### src/hw/rtl/lsr_pkg.sv
// Shared definitions for the linear stereo resampler: default widths,
// register indexes, the issue tag and width helpers.
// No dependencies.
package lsr_pkg;

   // Default configuration
   localparam int DEF_SAMPLE_BITS      = 24;
   localparam int DEF_FRAC_BITS        = 16;
   localparam int DEF_MAX_UPSAMPLE     = 8;
   localparam int DEF_FRAME_COUNT_BITS = 24;

   // Step register field as written on the control port
   localparam int STEP_FIELD_W = 20;
   localparam logic [STEP_FIELD_W-1:0] STEP_RESET = 20'd65536;

   // Control register map
   localparam int CSR_INDEX_W = 4;
   localparam logic [CSR_INDEX_W-1:0] REG_STEP_RATIO  = 4'd0;
   localparam logic [CSR_INDEX_W-1:0] REG_FRAME_TOTAL = 4'd1;

   // Tag that travels beside the lane data
   typedef struct packed {
      logic valid;
      logic run_end;
      logic sound_end;
   } lsr_tag_type;

   // Width of the step register: enough for MAX_UPSAMPLE in Q.FRAC_BITS
   function automatic int step_width(input int frac_bits, input int max_upsample);
      int w;
      w = frac_bits + $clog2(max_upsample) + 1;
      return (w > STEP_FIELD_W) ? w : STEP_FIELD_W;
   endfunction

   // Width of the control write data
   function automatic int csr_width(input int count_bits);
      return (count_bits > STEP_FIELD_W) ? count_bits : STEP_FIELD_W;
   endfunction

endpackage

### src/hw/rtl/lsr_lane.sv
// One interpolation lane: near + floor((far - near) * frac / 2^FRAC_BITS).
// Product is registered; the add follows the register. Depends on lsr_pkg.
module lsr_lane import lsr_pkg::*; #(
   parameter int SAMPLE_BITS = DEF_SAMPLE_BITS,
   parameter int FRAC_BITS   = DEF_FRAC_BITS
) (
   input  logic                          clock,
   input  logic                          enable,
   input  logic signed [SAMPLE_BITS-1:0] near,
   input  logic signed [SAMPLE_BITS-1:0] far,
   input  logic        [FRAC_BITS-1:0]   frac,
   output logic signed [SAMPLE_BITS-1:0] sum
);

   localparam int PROD_W = SAMPLE_BITS + FRAC_BITS + 2;

   logic signed [SAMPLE_BITS:0]  diff;
   logic signed [PROD_W-1:0]     prod;
   logic        [SAMPLE_BITS-1:0] near_ff;
   logic        [SAMPLE_BITS-1:0] quot_ff;

   // Exact product; dropping the low fraction bits floors it
   assign diff = $signed({far[SAMPLE_BITS-1], far}) - $signed({near[SAMPLE_BITS-1], near});
   assign prod = PROD_W'(diff) * PROD_W'($signed({1'b0, frac}));

   always_ff @(posedge clock) begin
      if (enable) begin
         near_ff <= near;
         quot_ff <= prod[FRAC_BITS +: SAMPLE_BITS];
      end
   end

   // Result always lies between near and far, so wraparound never shows
   assign sum = $signed(near_ff + quot_ff);

endmodule

### src/hw/rtl/lsr_seq.sv
// Sequencer for the resampler: control registers, previous frame, frame
// index and Q.FRAC_BITS read position; issues one output frame per cycle
// while advance is high during a run. Depends on lsr_pkg.
module lsr_seq import lsr_pkg::*; #(
   parameter int SAMPLE_BITS      = DEF_SAMPLE_BITS,
   parameter int FRAC_BITS        = DEF_FRAC_BITS,
   parameter int MAX_UPSAMPLE     = DEF_MAX_UPSAMPLE,
   parameter int FRAME_COUNT_BITS = DEF_FRAME_COUNT_BITS
) (
   input  logic                                      clock,
   input  logic                                      reset,
   input  logic                                      csr_valid,
   output logic                                      csr_ready,
   input  logic [CSR_INDEX_W-1:0]                    csr_index,
   input  logic [csr_width(FRAME_COUNT_BITS)-1:0]    csr_wdata,
   input  logic                                      req_valid,
   output logic                                      req_ready,
   input  logic signed [SAMPLE_BITS-1:0]             req_left,
   input  logic signed [SAMPLE_BITS-1:0]             req_right,
   input  logic                                      advance,
   output lsr_tag_type                               issue_tag,
   output logic signed [SAMPLE_BITS-1:0]             lane_near_left,
   output logic signed [SAMPLE_BITS-1:0]             lane_far_left,
   output logic signed [SAMPLE_BITS-1:0]             lane_near_right,
   output logic signed [SAMPLE_BITS-1:0]             lane_far_right,
   output logic [FRAC_BITS-1:0]                      lane_frac
);

   localparam int STEP_W = step_width(FRAC_BITS, MAX_UPSAMPLE);
   localparam int POS_W  = FRAME_COUNT_BITS + FRAC_BITS;
   localparam int P_W    = POS_W + 1;
   localparam logic [STEP_W-1:0] STEP_MIN = STEP_W'((64'd1 << FRAC_BITS) / MAX_UPSAMPLE);
   localparam logic [STEP_W-1:0] STEP_MAX = STEP_W'(64'(MAX_UPSAMPLE) << FRAC_BITS);

   localparam logic [2:0] ST_IDLE   = 3'd0;
   localparam logic [2:0] ST_PREP1  = 3'd1;
   localparam logic [2:0] ST_PREP2  = 3'd2;
   localparam logic [2:0] ST_RUN    = 3'd3;
   localparam logic [2:0] ST_SINGLE = 3'd4;

   logic [2:0]                    state_ff, state_in;
   logic [STEP_W-1:0]             step_ff, step_in;
   logic [FRAME_COUNT_BITS-1:0]   total_ff, total_in;
   logic signed [SAMPLE_BITS-1:0] prev_l_ff, prev_l_in, prev_r_ff, prev_r_in;
   logic signed [SAMPLE_BITS-1:0] cur_l_ff, cur_l_in, cur_r_ff, cur_r_in;
   logic [FRAME_COUNT_BITS-1:0]   k_ff, k_in;
   logic [POS_W-1:0]              pos_ff, pos_in;
   logic [P_W-1:0]                p1_ff, p1_in, p2_ff, p2_in;

   logic                          csr_fire, req_fire;
   logic [FRAME_COUNT_BITS:0]     k_next;
   logic                          beyond, last_frame;
   logic [P_W-1:0]                limit, kpos, pos_ext, step_ext;
   logic                          blend_now, emit, more;
   logic [STEP_W-1:0]             step_raw, step_sat;

   // Handshakes: control writes win over frames in idle
   assign csr_ready = (state_ff == ST_IDLE);
   assign req_ready = (state_ff == ST_IDLE) && !csr_valid;
   assign csr_fire  = csr_valid && csr_ready;
   assign req_fire  = req_valid && req_ready;

   // Frame bookkeeping
   assign k_next     = {1'b0, k_ff} + 1'b1;
   assign beyond     = (k_ff >= total_ff);
   assign last_frame = (k_next == {1'b0, total_ff});

   // Position compares; p1 = pos + step, p2 = pos + 2*step
   assign limit     = {1'b0, total_ff, {FRAC_BITS{1'b0}}};
   assign kpos      = {1'b0, k_ff, {FRAC_BITS{1'b0}}};
   assign pos_ext   = {1'b0, pos_ff};
   assign step_ext  = P_W'(step_ff);
   assign blend_now = (pos_ext < kpos);
   assign emit      = (p1_ff <= limit) && (blend_now || last_frame);
   assign more      = (p2_ff <= limit) && ((p1_ff < kpos) || last_frame);

   // Step write saturates into the supported range
   assign step_raw = STEP_W'(csr_wdata[STEP_FIELD_W-1:0]);
   always_comb begin
      if (step_raw < STEP_MIN) begin
         step_sat = STEP_MIN;
      end else if (step_raw > STEP_MAX) begin
         step_sat = STEP_MAX;
      end else begin
         step_sat = step_raw;
      end
   end

   // Next state and issue
   always_comb begin
      state_in  = state_ff;
      step_in   = step_ff;
      total_in  = total_ff;
      prev_l_in = prev_l_ff;
      prev_r_in = prev_r_ff;
      cur_l_in  = cur_l_ff;
      cur_r_in  = cur_r_ff;
      k_in      = k_ff;
      pos_in    = pos_ff;
      p1_in     = p1_ff;
      p2_in     = p2_ff;

      issue_tag       = '0;
      lane_near_left  = cur_l_ff;
      lane_far_left   = cur_l_ff;
      lane_near_right = cur_r_ff;
      lane_far_right  = cur_r_ff;
      lane_frac       = '0;

      unique case (state_ff)
         ST_IDLE: begin
            if (csr_fire) begin
               unique case (csr_index)
                  REG_STEP_RATIO: begin
                     step_in = step_sat;
                  end
                  REG_FRAME_TOTAL: begin
                     // New sound: clear history
                     total_in  = csr_wdata[FRAME_COUNT_BITS-1:0];
                     prev_l_in = '0;
                     prev_r_in = '0;
                     k_in      = '0;
                     pos_in    = '0;
                  end
                  default: begin
                  end
               endcase
            end else if (req_fire && !beyond) begin
               cur_l_in = req_left;
               cur_r_in = req_right;
               if (total_ff == FRAME_COUNT_BITS'(1)) begin
                  state_in = ST_SINGLE;
               end else if (k_ff == '0) begin
                  // First frame of a longer sound is only stored
                  prev_l_in = req_left;
                  prev_r_in = req_right;
                  k_in      = k_next[FRAME_COUNT_BITS-1:0];
               end else begin
                  state_in = ST_PREP1;
               end
            end
         end

         ST_PREP1: begin
            p1_in    = pos_ext + step_ext;
            state_in = ST_PREP2;
         end

         ST_PREP2: begin
            p2_in    = p1_ff + step_ext;
            state_in = ST_RUN;
         end

         ST_RUN: begin
            if (!emit) begin
               prev_l_in = cur_l_ff;
               prev_r_in = cur_r_ff;
               k_in      = k_next[FRAME_COUNT_BITS-1:0];
               state_in  = ST_IDLE;
            end else if (advance) begin
               issue_tag.valid     = 1'b1;
               issue_tag.run_end   = !more;
               issue_tag.sound_end = (p2_ff > limit);
               if (blend_now) begin
                  lane_near_left  = prev_l_ff;
                  lane_near_right = prev_r_ff;
                  lane_frac       = pos_ff[FRAC_BITS-1:0];
               end
               pos_in = p1_ff[POS_W-1:0];
               p1_in  = p2_ff;
               p2_in  = p2_ff + step_ext;
               if (!more) begin
                  prev_l_in = cur_l_ff;
                  prev_r_in = cur_r_ff;
                  k_in      = k_next[FRAME_COUNT_BITS-1:0];
                  state_in  = ST_IDLE;
               end
            end
         end

         ST_SINGLE: begin
            // One-frame sound passes through
            if (advance) begin
               issue_tag.valid     = 1'b1;
               issue_tag.run_end   = 1'b1;
               issue_tag.sound_end = 1'b1;
               pos_in    = POS_W'(step_ff);
               prev_l_in = cur_l_ff;
               prev_r_in = cur_r_ff;
               k_in      = k_next[FRAME_COUNT_BITS-1:0];
               state_in  = ST_IDLE;
            end
         end

         default: begin
            state_in = ST_IDLE;
         end
      endcase
   end

   // Control and sound state
   always_ff @(posedge clock) begin
      if (reset) begin
         state_ff  <= ST_IDLE;
         step_ff   <= STEP_W'(STEP_RESET);
         total_ff  <= '0;
         prev_l_ff <= '0;
         prev_r_ff <= '0;
         k_ff      <= '0;
         pos_ff    <= '0;
      end else begin
         state_ff  <= state_in;
         step_ff   <= step_in;
         total_ff  <= total_in;
         prev_l_ff <= prev_l_in;
         prev_r_ff <= prev_r_in;
         k_ff      <= k_in;
         pos_ff    <= pos_in;
      end
   end

   // Working registers, loaded before use
   always_ff @(posedge clock) begin
      cur_l_ff <= cur_l_in;
      cur_r_ff <= cur_r_in;
      p1_ff    <= p1_in;
      p2_ff    <= p2_in;
   end

endmodule

### src/hw/rtl/linear_stereo_resampler_core.sv
// Linear stereo resampler. Each accepted source frame yields zero or more
// output frames, interpolated at read positions i*step_ratio (Q.FRAC_BITS).
// The first frame of a longer sound, or any frame past frame_total, yields
// no output and is only accepted; any later frame is accepted, then pos+step
// and pos+2*step are formed in turn, then with rsp_ready held high one output
// per cycle is issued through the position adder and compares, or a finishing
// state runs when there is none. A one-frame sound is accepted and then issued
// from its own state. Results reach rsp from issue through one registered
// multiplier stage per channel lane and a registered output stage; the next
// frame is taken while earlier results are still draining. Control writes are
// taken between frames; a frame_total write starts a new sound.
// Depends on lsr_pkg, lsr_seq, lsr_lane.
module linear_stereo_resampler_core import lsr_pkg::*; #(
   parameter int SAMPLE_BITS      = DEF_SAMPLE_BITS,
   parameter int FRAC_BITS        = DEF_FRAC_BITS,
   parameter int MAX_UPSAMPLE     = DEF_MAX_UPSAMPLE,
   parameter int FRAME_COUNT_BITS = DEF_FRAME_COUNT_BITS
) (
   input  logic                                   clock,
   input  logic                                   reset,
   input  logic                                   csr_valid,
   output logic                                   csr_ready,
   input  logic [CSR_INDEX_W-1:0]                 csr_index,
   input  logic [csr_width(FRAME_COUNT_BITS)-1:0] csr_wdata,
   input  logic                                   req_valid,
   output logic                                   req_ready,
   input  logic signed [SAMPLE_BITS-1:0]          req_left_in,
   input  logic signed [SAMPLE_BITS-1:0]          req_right_in,
   output logic                                   rsp_valid,
   input  logic                                   rsp_ready,
   output logic signed [SAMPLE_BITS-1:0]          rsp_left_out,
   output logic signed [SAMPLE_BITS-1:0]          rsp_right_out,
   output logic                                   rsp_run_end,
   output logic                                   rsp_sound_end
);

   logic                          advance;
   lsr_tag_type                   issue_tag;
   lsr_tag_type                   s1_tag_ff, s1_tag_in;
   logic signed [SAMPLE_BITS-1:0] near_left, far_left, near_right, far_right;
   logic [FRAC_BITS-1:0]          frac;
   logic signed [SAMPLE_BITS-1:0] sum_left, sum_right;
   logic                          rsp_valid_ff, rsp_valid_in;
   logic signed [SAMPLE_BITS-1:0] left_ff, right_ff;
   logic                          run_end_ff, sound_end_ff;

   // Whole pipeline moves when the output register is free or drains
   assign advance = !rsp_valid_ff || rsp_ready;

   lsr_seq #(
      .SAMPLE_BITS      (SAMPLE_BITS),
      .FRAC_BITS        (FRAC_BITS),
      .MAX_UPSAMPLE     (MAX_UPSAMPLE),
      .FRAME_COUNT_BITS (FRAME_COUNT_BITS)
   ) u_seq (
      .clock           (clock),
      .reset           (reset),
      .csr_valid       (csr_valid),
      .csr_ready       (csr_ready),
      .csr_index       (csr_index),
      .csr_wdata       (csr_wdata),
      .req_valid       (req_valid),
      .req_ready       (req_ready),
      .req_left        (req_left_in),
      .req_right       (req_right_in),
      .advance         (advance),
      .issue_tag       (issue_tag),
      .lane_near_left  (near_left),
      .lane_far_left   (far_left),
      .lane_near_right (near_right),
      .lane_far_right  (far_right),
      .lane_frac       (frac)
   );

   // One lane per channel
   lsr_lane #(
      .SAMPLE_BITS (SAMPLE_BITS),
      .FRAC_BITS   (FRAC_BITS)
   ) u_lane_left (
      .clock  (clock),
      .enable (advance),
      .near   (near_left),
      .far    (far_left),
      .frac   (frac),
      .sum    (sum_left)
   );

   lsr_lane #(
      .SAMPLE_BITS (SAMPLE_BITS),
      .FRAC_BITS   (FRAC_BITS)
   ) u_lane_right (
      .clock  (clock),
      .enable (advance),
      .near   (near_right),
      .far    (far_right),
      .frac   (frac),
      .sum    (sum_right)
   );

   // Tag rides beside the lane product stage
   assign s1_tag_in    = issue_tag;
   assign rsp_valid_in = s1_tag_ff.valid;

   always_ff @(posedge clock) begin
      if (reset) begin
         s1_tag_ff    <= '0;
         rsp_valid_ff <= 1'b0;
      end else if (advance) begin
         s1_tag_ff    <= s1_tag_in;
         rsp_valid_ff <= rsp_valid_in;
      end
   end

   // Merge stage: both lanes and the flags into one output frame
   always_ff @(posedge clock) begin
      if (advance) begin
         left_ff      <= sum_left;
         right_ff     <= sum_right;
         run_end_ff   <= s1_tag_ff.run_end;
         sound_end_ff <= s1_tag_ff.sound_end;
      end
   end

   assign rsp_valid     = rsp_valid_ff;
   assign rsp_left_out  = left_ff;
   assign rsp_right_out = right_ff;
   assign rsp_run_end   = run_end_ff;
   assign rsp_sound_end = sound_end_ff;

endmodule

### config.mk
export PLATFORM = sky130hd
export DESIGN_NAME = linear_stereo_resampler_core
export DESIGN_NICKNAME = d
export VERILOG_FILES = /design/src/hw/rtl/lsr_pkg.sv /design/src/hw/rtl/lsr_lane.sv /design/src/hw/rtl/lsr_seq.sv /design/src/hw/rtl/linear_stereo_resampler_core.sv
export SDC_FILE = /design/constraint.sdc
export NUM_CORES = 2
export LEC_CHECK = 0
export BUFFER_PORTS_ARGS = -buffer_cell sky130_fd_sc_hd__buf_2
export CORE_MARGIN = 3
export CORE_UTILIZATION = 35
export DETAILED_ROUTE_END_ITERATION = 12
export GPL_TIMING_DRIVEN = 0
export PLACE_DENSITY = 0.47
export SYNTH_ARGS = -nofsm -noshare
export SYNTH_HDL_FRONTEND = slang
export SYNTH_SLANG_ARGS = --single-unit
### constraint.sdc
create_clock -name clock -period 14.1 [get_ports clock]
set_input_delay 0 -clock clock [delete_from_list [all_inputs] [get_ports clock]]
set_output_delay 0 -clock clock [all_outputs]
set_load 0.1 [all_outputs]
Word-level counts from Yosys, hierarchy flattened --
Cells that the tools add are included.
Operators by class: reductions and logical operators 27, bitwise operators 1, equality and inequality tests 21, multiply operators 2, order comparisons 8, muxes and demuxes 65, add/subtract/negate cells 8
Operators by type and width (number):
- two-way mux 24 bit | 33
- one-hot mux 24 bit (3 select lines) | 3
- two-way mux 40 bit | 5
- two-way mux 41 bit | 4
- one-hot mux 41 bit (2 select lines) | 2
- one-hot mux 40 bit (3 select lines) | 1
- adder 41 x 20 -> 41 bit | 2
- <= comparator 41 x 40 -> 1 bit | 2
- multiplier 25 x 17 -> 40 bit | 2
- two-way mux 16 bit | 4
- subtractor 24 x 24 -> 25 bit | 2
- adder 24 bit | 2
- adder 40 x 20 -> 41 bit | 1
- > comparator 41 x 40 -> 1 bit | 1
- less-than comparator 41 x 40 -> 1 bit | 1
- less-than comparator 40 bit | 1
- two-way mux 20 bit | 2
- two-way mux 3 bit | 9
- adder 24 x 1 -> 25 bit, second input constant | 1
- equality test 25 x 24 -> 1 bit | 1
- equality test 24 x 1 -> 1 bit, second input constant | 1
- greater-or-equal comparator 24 bit | 1
- logical NOT 24 bit | 1
- != test 3 bit, second input constant | 7
- other kinds (21) | 43
Storage, ports and cells: logic and storage cells 155, flip-flop bits (word level) 439, output and inout port bits 53

Depth between registers and ports, before layout --
depth after elaboration 8, mapped depth 52, mapped depth without buffers 47

Hierarchy --
From an unflattened synthesis, not the netlist that was laid out.
Unflattened totals: cell total of the unflattened synthesis 5901, area total of the unflattened synthesis 55715.9 um^2
By module, submodules not included:
- lsr_seq | cells each 2000, area an instance 18977.0 um^2, instances 1, sequential area each 7086.8 um^2
- lsr_lane at u_lane_left | cells each 1954, area an instance 17775.8 um^2, instances 1, sequential area each 1441.4 um^2
- lsr_lane at u_lane_right | cells each 1880, area an instance 17287.8 um^2, instances 1, sequential area each 1441.4 um^2
- linear_stereo_resampler_core | cells each 67, area an instance 1675.4 um^2, instances 1, sequential area each 1581.5 um^2

Least setup slack after synthesis --
Ideal clock, no wire load.
kind reg2reg, start point register u_seq.k_ff[9], end point register u_lane_left.quot_ff[23], data pin, buffers on the path 4, data arrival time 11.967 ns, cell stages (with the launch flop) 50, path slack 1.873 ns, clock period less this slack 12.227 ns, data required time 13.840 ns, cells stage by stage dfxtp_1 > clkbuf_1 > inv_1 > ha_1 > a21o_1 > a21o_1 > a221oi_1 > o21ai_0 > a211oi_2 > and2_1 > clkbuf_1 > clkbuf_1 > clkbuf_1 > o21ai_0 > ha_1 > fa_1 > nor2b_1 > o31a_1 > (+14 left out) > fa_1 > fa_1 > inv_1 > fa_1 > inv_1 > ha_1 > a21oi_1 > o21ai_0 > o21bai_1 > a31oi_1 > a211o_1 > o221ai_1 > a21oi_1 > o22ai_1 > o21ai_0 > o41a_1 > xor2_1 > xnor2_1
On the way: word-level cells in the longest chain between the ends 8, elaborated cells on any way between the ends 15
Ends and longest elaborated chain:
- from (decl) | line lsr_seq.sv:46 | logic [FRAME_COUNT_BITS-1:0] k_ff, k_in;
- from (signal assigned) | line lsr_seq.sv:217 | k_ff <= k_in;
- adder 24 x 1 -> 25 bit | line lsr_seq.sv:64 | assign k_next = {1'b0, k_ff} + 1'b1;
- equality test 25 x 24 -> 1 bit | line lsr_seq.sv:66 | assign last_frame = (k_next == {1'b0, total_ff});
- logical OR 1 bit | line lsr_seq.sv:74 | assign emit = (p1_ff <= limit) && (blend_now || last_frame);
- logical AND 1 bit | line lsr_seq.sv:74
- two-way mux 24 bit * | line lsr_seq.sv:155 | if (!emit) begin
- two-way mux 24 bit * | line lsr_seq.sv:110 | unique case (state_ff)
- net near_left[0] | line linear_stereo_resampler_core.sv:40 | logic signed [SAMPLE_BITS-1:0] near_left, far_left, near_right, far_right;
- subtractor 24 x 24 -> 25 bit * | line lsr_lane.sv:23 | assign diff = $signed({far[SAMPLE_BITS-1], far}) - $signed({near[SAMPLE_BITS-1], near});
- multiplier 25 x 17 -> 40 bit * | line lsr_lane.sv:24 | assign prod = PROD_W'(diff) * PROD_W'($signed({1'b0, frac}));
- net u_lane_left.prod[39] | line lsr_lane.sv:18 | logic signed [PROD_W-1:0] prod;
- to (signal assigned) | line lsr_lane.sv:29 | quot_ff <= prod[FRAC_BITS +: SAMPLE_BITS];
- to (decl) | line lsr_lane.sv:20 | logic [SAMPLE_BITS-1:0] quot_ff;
Mark *: on every way through the listed nets, which the timed path passes. The rest lies on a longest branch. A chain may end at the register's enable or synchronous reset.

Worst setup path after layout --
start point register u_seq.total_ff[1], end point register u_lane_left.quot_ff[22], data pin
On the way: word-level cells in the longest chain between the ends 7, elaborated cells on any way between the ends 10
Ends and longest elaborated chain:
- from (decl) | line lsr_seq.sv:43 | logic [FRAME_COUNT_BITS-1:0] total_ff, total_in;
- from (signal assigned) | line lsr_seq.sv:214 | total_ff <= total_in;
- parallel branches: the longest is 2 deep, another holds <= comparator 41 x 40 -> 1 bit
- logical AND 1 bit * | line lsr_seq.sv:74
- two-way mux 24 bit * | line lsr_seq.sv:155
- two-way mux 24 bit * | line lsr_seq.sv:110
- net near_left[0] | line linear_stereo_resampler_core.sv:40
- subtractor 24 x 24 -> 25 bit * | line lsr_lane.sv:23
- multiplier 25 x 17 -> 40 bit * | line lsr_lane.sv:24
- net u_lane_left.prod[38] | line lsr_lane.sv:18
Mark *: on every way through the listed nets, which the timed path passes.

==> flow_summary.yaml <==
power_and_ir_drop:
  ir_drop_uv: 108.1
  clockPowerShare_pct: 43.5
  p_leak_nw: 28.25
  powerDensity_nw_per_um2: 59.13
  sw_frac_of_total_pct: 30.84
  power.switching_mw: 1.104
  seq_power_share_pct: 39.8
  p_int_mw: 2.476
  p_comb_share_pct: 16.7
route:
  antenna_left: 0
  drt-vias-per-instance: 5.234
  wl_per_cell_um: 23.42
  drt_pre_antenna_iters: 6
  drt_drc_violations_left: 0
  drt_iter0_markers: 3268
  via_count: 43392
  routed_wl_um: 194200
worst_setup_path:
  r2r-end: "u_lane_left.quot_ff[22]$_DFFE_PN_"
  cpPeakStageDelay_ns: 0.55
  required_ns: 14.53
  crit_start: "u_seq.total_ff[1]$_SDFFE_PP0P_"
  path_max_fanout: 10
  cpMostUsedCell: "fa_1"
  crit_type: "reg2reg"
  rr_worst_depth: 48
  r2r_slack_ns: 0.58
  startpoint_type: "register"
  worst_setup_path_end_kind: "register"
  regToRegStartpoint: "u_seq.total_ff[1]$_SDFFE_PP0P_"
  slowest_stage: "fa_1"
  cp_data_arrival_time_ns: 13.95
clocking:
  clk_latency_ns: 0.70
  htreeDepth: 2
  cts_sinks: 439
  cts_tree: "built"
  cts_root_buf: "clkbuf_16"
  clockBufferDepth: 3
  cts_buffers: 56
  clkTransAtPathRegs_ns: 0.06
run_status:
  violations: "max-capacitance violations"
  outcome: "finished with violations"
synth:
  syn_nets: 7183
  synth_edf_count: 276
  yosysTopAreaCell: "fa_1"
  synth-seq-area-share_pct: 21.46
  synth_top_cell_area_share_pct: 27.86
  synth_area_sq_um: 53820
  ys_seq_elements: 439
  ys_top_cells_by_area: "fa_1 (28%), edfxtp_1 (15%), ha_1 (10%)"
  yosysUniqueCellTypes: 80
  synth_warnings: 0
  synthArstFlopShare_pct: 0
  avgSynthCellArea_sq_um: 9.112
  ys.flop_type: "edfxtp_1"
  synthCells: 5906
place:
  preCtsSetupSlack_ns: -2.980
  port_buffers: 131
  place_congestion: 0.9133
  dp_hpwl_um: 159000
grt:
  grt_pass1_vias: 44350
  grt_max_degree: 79
  antenna_found_initial: 3
  grtUsageTotal_pct: 24.54
  overflow: 0
  grt_pass1_wl_um: 289900
hold_path:
  whs_path_depth: 5
  min_path_type: "in2reg"
  hold_start: "csr_index[0]"
  worstHoldEndpoint: "u_seq.step_ff[0]$_SDFFE_PP0P_"
timing:
  setup_violations: 0
  min_period_ns: 13.52
  finalWorstSetupSlack_ns: 0.5785
  maxSlewViolCount: 0
  slew_headroom_pct: 0.2712
  max_clock_freq_ghz: 0.07396
  rsz0062_at_grt: "yes"
  fin_tns_setup_ns: 0
  finClkSkew_ns: 0.06560
  tightest_slew_ns: 1.496
  hold_viol_final: 0
  fin_crit_sh_pct: 95.90
layout:
  multi_input_area_sq_um: 37790
  syn2layout_area_growth_pct: 12.50
  nets: 7483
  layout.area.seq_sq_um: 11550
  layout_commonest_cell: "inv_1"
  nFillCells: 15436
  mostFrequentLayoutCells: "inv_1 (1037), fa_1 (749), nand2_1 (703)"
  drive_gt1_share_pct: 6.028
  reg_top3: "u_seq.p1_ff (41), u_seq.p2_ff (41), u_seq.pos_ff (40)"
floorplanning:
  initial_core_util_pct: 35.35
  core_sq_um: 152300
  die_y_um: 398.1
  die-width_um: 398.1
  io_pins: 134
  num_rows: 143
  die_area_sq_um: 158500
run:
  maxCapViolCount: 1
## how the worst max path moves through the flow
stage                                          to
2_1_floorplan   u_lane_left.quot_ff[23]$_DFFE_PN_
3_3_place_gp    u_lane_left.quot_ff[22]$_DFFE_PN_
3_5_place_dp    u_lane_left.quot_ff[23]$_DFFE_PN_
4_1_cts         u_lane_left.quot_ff[22]$_DFFE_PN_
5_1_grt        u_lane_right.quot_ff[23]$_DFFE_PN_
6_report        u_lane_left.quot_ff[22]$_DFFE_PN_
## stage by stage
| step | hold slack, ns | instances | power [mW] | utilization [%] | instance area [sq um] |
|---|---|---|---|---|---|
| finish | 0.06995 | 8290 | 3.580 | 39.76 | 60550 |
| global route | 0.06085 | 8286 | 3.704 | 39.76 | 60540 |
| CTS | 0.003342 | 8277 | 3.602 | 39.58 | 60270 |
| detailed placement | 0.1983 | 8078 | 1.995 | 37.54 | 57160 |
| global placement | 0.1998 | 8067 | 1.993 | 37.44 | 57010 |
| floorplan | 0.09887 | 5906 | 1.764 | - | 53820 |
## synthesized netlist by cell type, types with 25 or more instances
library cell and count:
edfxtp_1 276, o21a_1 36, buf_1 26, nor3_1 90
nor4_1 34, nand3_1 90, nor2_1 554, nand4_1 47
xor2_1 104, dfxtp_1 163, ha_1 447, nand2_1 703
and2_1 40, a21oi_1 223, and3_1 42, or3_1 25
inv_1 1038, o21ai_0 140, a31oi_1 25, a22oi_1 84
nand2b_1 56, a311oi_1 49, mux2i_1 49, a21o_1 87
a21boi_0 25, nor2b_1 42, xnor2_1 182, clkbuf_1 188
fa_1 749, a221oi_1 27
## cell type report
class,instances,share of cell area [%]
multi-input combinational,4190,62.42
sequential,439,19.08
inverter,1038,6.448
tap,2030,4.195
timing repair buffer,242,2.897
clock buffer,80,2.718
buffer,239,1.684
clock inverter,26,0.5373
antenna,6,0.02480
## cells by family (layout without fill, tap and decap cells)
family | Yosys count | in the layout | share of synthesized area (%)
simple gates | 1796 | 1796 | 14.85
other cells | 0 | 6 | 0
xor+xnor | 286 | 286 | 4.654
compound gates | 855 | 855 | 10.66
fa+ha+maj | 1203 | 1203 | 38.38
buf+inv | 1277 | 1625 | 9.055
flops | 439 | 439 | 21.46
mux | 50 | 50 | 0.9323
## metal layers
layer  track usage (%)  wire length (um)  vias to the layer above
met1             34.33             85520                    21842
met3             3.193             12990                      253
met5                 0                 0                        -
li1                  -                 -                    19844
met2             39.54             89060                     1453
met4             7.436              6627                        0
## critical path: cells and delay by family (launching register included)
kind	cells	cell delay, ns
compound gates	14	3.41
xor+xnor	2	0.67
fa+ha+maj	10	4.27
buf+inv	10	1.90
flops	1	0.42
simple gates	12	2.54
## power by group through the flow
| stage | clock [mW] | sequential (mW) | combinational, mW |
|---|---|---|---|
| 4_1_cts | 1.61 | 1.42 | 0.572 |
| 3_5_place_dp | 0 | 1.45 | 0.543 |
| 6_report | 1.56 | 1.43 | 0.597 |
| 5_1_grt | 1.65 | 1.43 | 0.629 |
| 3_3_place_gp | 0 | 1.45 | 0.539 |
| 2_1_floorplan | 0 | 1.48 | 0.279 |
## what timing repair did
action                                 CTS  global route
pin swaps                                3             4
setup endpoints to repair               43            20
setup buffers                            5             7
gates resized for setup                 44            60
endpoints found under the hold margin  157             0
hold buffers                            88             0
No activity file was read; power rests on OpenSTA's default activity.
